### src/hdl/prc_pkg.sv
// shared types and codes of the pending completion ring tracker
// no dependencies
`default_nettype none
package prc_pkg;

  localparam int SLOT_W = 10;
  localparam int CFG_W  = 11;
  localparam int UC_W   = 8;

  localparam logic [1:0] OP_SUBMIT   = 2'd0;
  localparam logic [1:0] OP_COMPLETE = 2'd1;
  localparam logic [1:0] OP_POLL     = 2'd2;

  localparam logic [2:0] KIND_ACCEPT = 3'd0;
  localparam logic [2:0] KIND_FULL   = 3'd1;
  localparam logic [2:0] KIND_RESUME = 3'd2;
  localparam logic [2:0] KIND_DONE   = 3'd3;
  localparam logic [2:0] KIND_EMPTY  = 3'd4;

  localparam logic [2:0] CC_NOT_DONE = 3'd0;
  localparam logic [2:0] CC_GOOD     = 3'd1;
  localparam logic [2:0] CC_DMA      = 3'd2;
  localparam logic [2:0] CC_HW       = 3'd3;
  localparam logic [2:0] CC_INSTR    = 3'd4;

  localparam logic [2:0] EC_NONE    = 3'd0;
  localparam logic [2:0] EC_DMA     = 3'd1;
  localparam logic [2:0] EC_HW      = 3'd2;
  localparam logic [2:0] EC_INSTR   = 3'd3;
  localparam logic [2:0] EC_UCODE   = 3'd4;
  localparam logic [2:0] EC_INVALID = 3'd5;

  localparam logic [1:0] REG_QUEUE_LENGTH  = 2'd0;
  localparam logic [1:0] REG_STOP_MARGIN   = 2'd1;
  localparam logic [1:0] REG_RESUME_MARGIN = 2'd2;
  localparam logic [1:0] REG_TRUNC_CODE    = 2'd3;

  localparam logic [CFG_W-1:0] RST_QUEUE_LENGTH  = 11'd1024;
  localparam logic [CFG_W-1:0] RST_STOP_MARGIN   = 11'd128;
  localparam logic [CFG_W-1:0] RST_RESUME_MARGIN = 11'd512;
  localparam logic [UC_W-1:0]  RST_TRUNC_CODE    = 8'd0;

  typedef struct packed {
    logic [1:0]        operation;
    logic              may_sleep;
    logic              trunc_hmac;
    logic [SLOT_W-1:0] entry_index;
    logic [2:0]        comp_code;
    logic [UC_W-1:0]   uc_code;
  } prc_item_t;

  typedef struct packed {
    logic [2:0]        kind;
    logic [SLOT_W-1:0] slot_index;
    logic              throttle;
    logic              success;
    logic [2:0]        error_class;
    logic              last;
  } prc_result_t;

  typedef struct packed {
    logic [CFG_W-1:0] queue_length;
    logic [CFG_W-1:0] stop_margin;
    logic [CFG_W-1:0] resume_margin;
    logic [UC_W-1:0]  trunc_code;
  } prc_cfg_t;

  typedef struct packed {
    logic            busy;
    logic            mark;
    logic            trunc;
    logic [2:0]      comp;
    logic [UC_W-1:0] uc;
  } prc_slot_t;

endpackage
`default_nettype wire

### src/hdl/prc_front.sv
// front end: takes requests, drops unknown operations, queues the rest
// depends on prc_pkg
`default_nettype none
module prc_front
  import prc_pkg::*;
(
  input  wire logic      clk,
  input  wire logic      rst_n,
  input  wire logic      in_valid,
  output logic           in_ready,
  input  wire prc_item_t in_item,
  input  wire logic      clearing,
  output logic           item_valid,
  output prc_item_t      item,
  input  wire logic      item_pop
);

  prc_item_t  q_r [2];
  logic       wr_ptr_r, wr_ptr_nxt;
  logic       rd_ptr_r, rd_ptr_nxt;
  logic [1:0] cnt_r, cnt_nxt;
  logic       push, pop, known_op;

  assign in_ready   = (cnt_r != 2'd2) && !clearing;
  assign known_op   = (in_item.operation == OP_SUBMIT) || (in_item.operation == OP_COMPLETE) ||
                      (in_item.operation == OP_POLL);
  assign push       = in_valid && in_ready && known_op;
  assign item_valid = (cnt_r != 2'd0);
  assign item       = q_r[rd_ptr_r];
  assign pop        = item_pop && item_valid;

  always_comb begin
    wr_ptr_nxt = push ? ~wr_ptr_r : wr_ptr_r;
    rd_ptr_nxt = pop ? ~rd_ptr_r : rd_ptr_r;
    cnt_nxt    = cnt_r + 2'(push) - 2'(pop);
  end

  always_ff @(posedge clk) begin
    if (!rst_n) begin
      wr_ptr_r <= 1'b0;
      rd_ptr_r <= 1'b0;
      cnt_r    <= 2'd0;
    end else begin
      wr_ptr_r <= wr_ptr_nxt;
      rd_ptr_r <= rd_ptr_nxt;
      cnt_r    <= cnt_nxt;
    end
  end

  always_ff @(posedge clk) begin
    if (push) begin
      q_r[wr_ptr_r] <= in_item;
    end
  end

endmodule
`default_nettype wire

### config.mk
export PLATFORM = sky130hd
export DESIGN_NAME = prc_front
export DESIGN_NICKNAME = d
export VERILOG_FILES = /design/src/hdl/prc_pkg.sv /design/src/hdl/prc_front.sv
export SDC_FILE = /design/constraint.sdc
export NUM_CORES = 1
export LEC_CHECK = 0
export BUFFER_PORTS_ARGS = -buffer_cell sky130_fd_sc_hd__buf_2
export CAP_MARGIN = 40
export CORE_MARGIN = 2
export CORE_UTILIZATION = 50
export DETAILED_ROUTE_END_ITERATION = 10
export GPL_TIMING_DRIVEN = 0
export MAX_ROUTING_LAYER = met4
export PLACE_DENSITY_LB_ADDON = 0.08
export SYNTH_ARGS = -nofsm -noshare
export SYNTH_HDL_FRONTEND = slang
export SYNTH_SLANG_ARGS = --single-unit
### constraint.sdc
create_clock -name clk -period 2.8 [get_ports clk]
set_input_delay 0.14 -clock clk [delete_from_list [all_inputs] [get_ports clk]]
set_output_delay 0.14 -clock clk [all_outputs]
set_load 0.02 [all_outputs]
==> results_dict.tcl <==
set metrics [dict create \
    antenna_found_initial 0 \
    yosys_register_bits 55 \
    worst-path-max-fanout 14 \
    slew_violations 0 \
    drt_iter0_drc 52 \
    cts_sinks 55 \
    hp-class "primary input to flop" \
    synth_cells 105 \
    tightest_slew_ps 790 \
    syn_nets 137 \
    rsz0062_at_grt "no" \
    ys_top_cells_by_area "edfxtp_1, mux2_2, dfxtp_1, nand4bb_4, xnor2_1" \
    hold_viol_final 0 \
    slew_headroom 0.472 \
    synth_edf_count 50 \
    yosysTopAreaCell "edfxtp_1" \
    cts_tree "done" \
    min_period_ps 1920 \
    post_cts_buffers 0 \
    drtPass1Iterations 4 \
    wl_um 3190 \
    final_nets 202 \
    dpl.hpwl_um 2350 \
    initial_utilization 0.520 \
    period_share 0.686 \
    yosysSeqAreaShare 0.769 \
    critPathRequiredTime_ps 2810 \
    synth_ff_type "edfxtp_1" \
    setup_violations 0 \
    synth.distinct_cells 17 \
    final_common_cell "buf_2" \
    cts_hold_buf 0 \
    syn_avg_cell_area_um2 19.8 \
    drive_above_1_share 0.573 \
    coreArea_mm2 0.00400 \
    yosysTopAreaCellShare 0.721 \
    drv_cap 0 \
    areaGrowthSynthToFinish_pct 22.2 \
    viasPerCell 4.86 \
    netlist_area_mm2 0.00208 \
    io_buffers 56 \
    worstSetupPathType "flop to flop" \
    mostFrequentLayoutCells "buf_2, edfxtp_1, mux2_2" \
    die_area_mm2 0.00470 \
    drcViolationCount 0 \
    n_antenna_cell 0 \
    num_vias 1075 \
    status "complete, no violations" \
    routabilityCongestion 0.632 \
    clock_skew_ps 3.48 \
    ant_nets 0 \
    ys.warnings.count 0 \
    power_leakage_nw 0.959 \
    grt_pass1_vias 986 \
    cts_buffers 5 \
    cts_root_buf "clkbuf_8" \
    clockBufferDepth 2 \
    cts_resized 0 \
    dieHeight_um 68.5 \
    worstSetupStartpointType "flop" \
    grt_usage 0.145 \
    grt_overflow 0 \
    fp.dieW_um 68.5 \
    fin_tns_setup_ps 0 \
    cp-end-kind "flop" \
    crit_arrival_ps 1930 \
    io_pins 57 \
    ys_async_sr_fraction 0 \
    final_util 0.636 \
    clk_pin_slew_worst_paths_ps 90 \
    h-tree-depth 2 \
    grt_max_degree 17 \
    ir_worst_vdd_uv 491 \
    power_density_mw_per_mm2 764 \
    timing.fmax_mhz 521 \
    nFillCells 300 \
    num_rows 23 \
    grt_pass1_wl_um 4460 \
    routedWlPerCell_um 14.4 \
    clk_latency_ps 300 \
]
power breakdown:
group          switching [mW]  total [mW]  internal, mW  leakage (nW)
clock network           0.230       0.405         0.175        0.0412
registers              0.0276       0.989         0.962         0.497
logic                   0.292       0.550         0.257         0.421
critical path, cell delays in order (launching register included):
cell and delay [ps]:
dfxtp_1 350, nor2b_4 140, nand4bb_4 260, nor2_2 640
buf_8 240
state kept, by name, indices dropped and copies added (netlist names), named ones only:
| name | flops |
|---|---|
| cnt_r | 2 |
| rd_ptr_r | 1 |
| q_r | 50 |
| wr_ptr_r | 1 |
Yosys cell counts, types with 2 or more instances:
| cell | n |
|---|---|
| inv_1 | 2 |
| buf_6 | 2 |
| ha_1 | 2 |
| nor2b_1 | 2 |
| nor2_1 | 3 |
| nand2_1 | 3 |
| edfxtp_1 | 50 |
| mux2_2 | 25 |
| dfxtp_1 | 5 |
| xnor2_1 | 3 |
| and2_1 | 2 |
through the flow:
stage	std cells	instance area, µm²	worst slack (ps)	power (mW)	hold slack [ps]
final	221	2540	880	1.94	23.2
after global routing	221	2540	762	2.04	2.46
after CTS	221	2540	839	1.97	13.6
after detailed placement	213	2460	864	1.57	331
after global placement	211	2420	63.3	1.54	328
after floorplan	105	2080	620	1.40	239
worst paths after layout:
check	start	end	slack [ps]	cells past startpoint
worst max-delay path	cnt_r[1]	q_r[0][9]	880	4
worst min-delay path	in_item[0]	q_r[1][0]	20	1
worst max register to register	cnt_r[1]	q_r[0][9]	880	4
worst min register to register	wr_ptr_r	wr_ptr_r	540	2
logic make-up (layout without fill, tap and decap cells):
kind of cell	after synthesis	in the layout	synth area share
xor+xnor	3	3	0.0126
compound gates	1	1	0.00361
simple gates	13	13	0.0457
mux	26	26	0.140
buf+inv	5	71	0.0168
fa+ha+maj	2	2	0.0120
flops	55	55	0.769
area by class of cell:
cell class	count	area (µm²)	share of cell area
plain buffers	3	27.5	0.0108
clock buffers	6	72.6	0.0285
clock inverters	2	12.5	0.00492
inverters	2	7.51	0.00295
multi-input cells	45	450	0.177
flip-flops and latches	55	1600	0.629
well taps	50	62.6	0.0246
repair buffers	58	310	0.122
metal layers:
layer | vias to the layer above | GRT usage | share of wire
li1 | 526 | - | -
met1 | 508 | 0.153 | 0.41
met2 | 36 | 0.245 | 0.51
met3 | 5 | 0.0552 | 0.066
met4 | 0 | 0.0600 | 0.015
met5 | - | - | 0
Power figures use the tool's default switching activity.
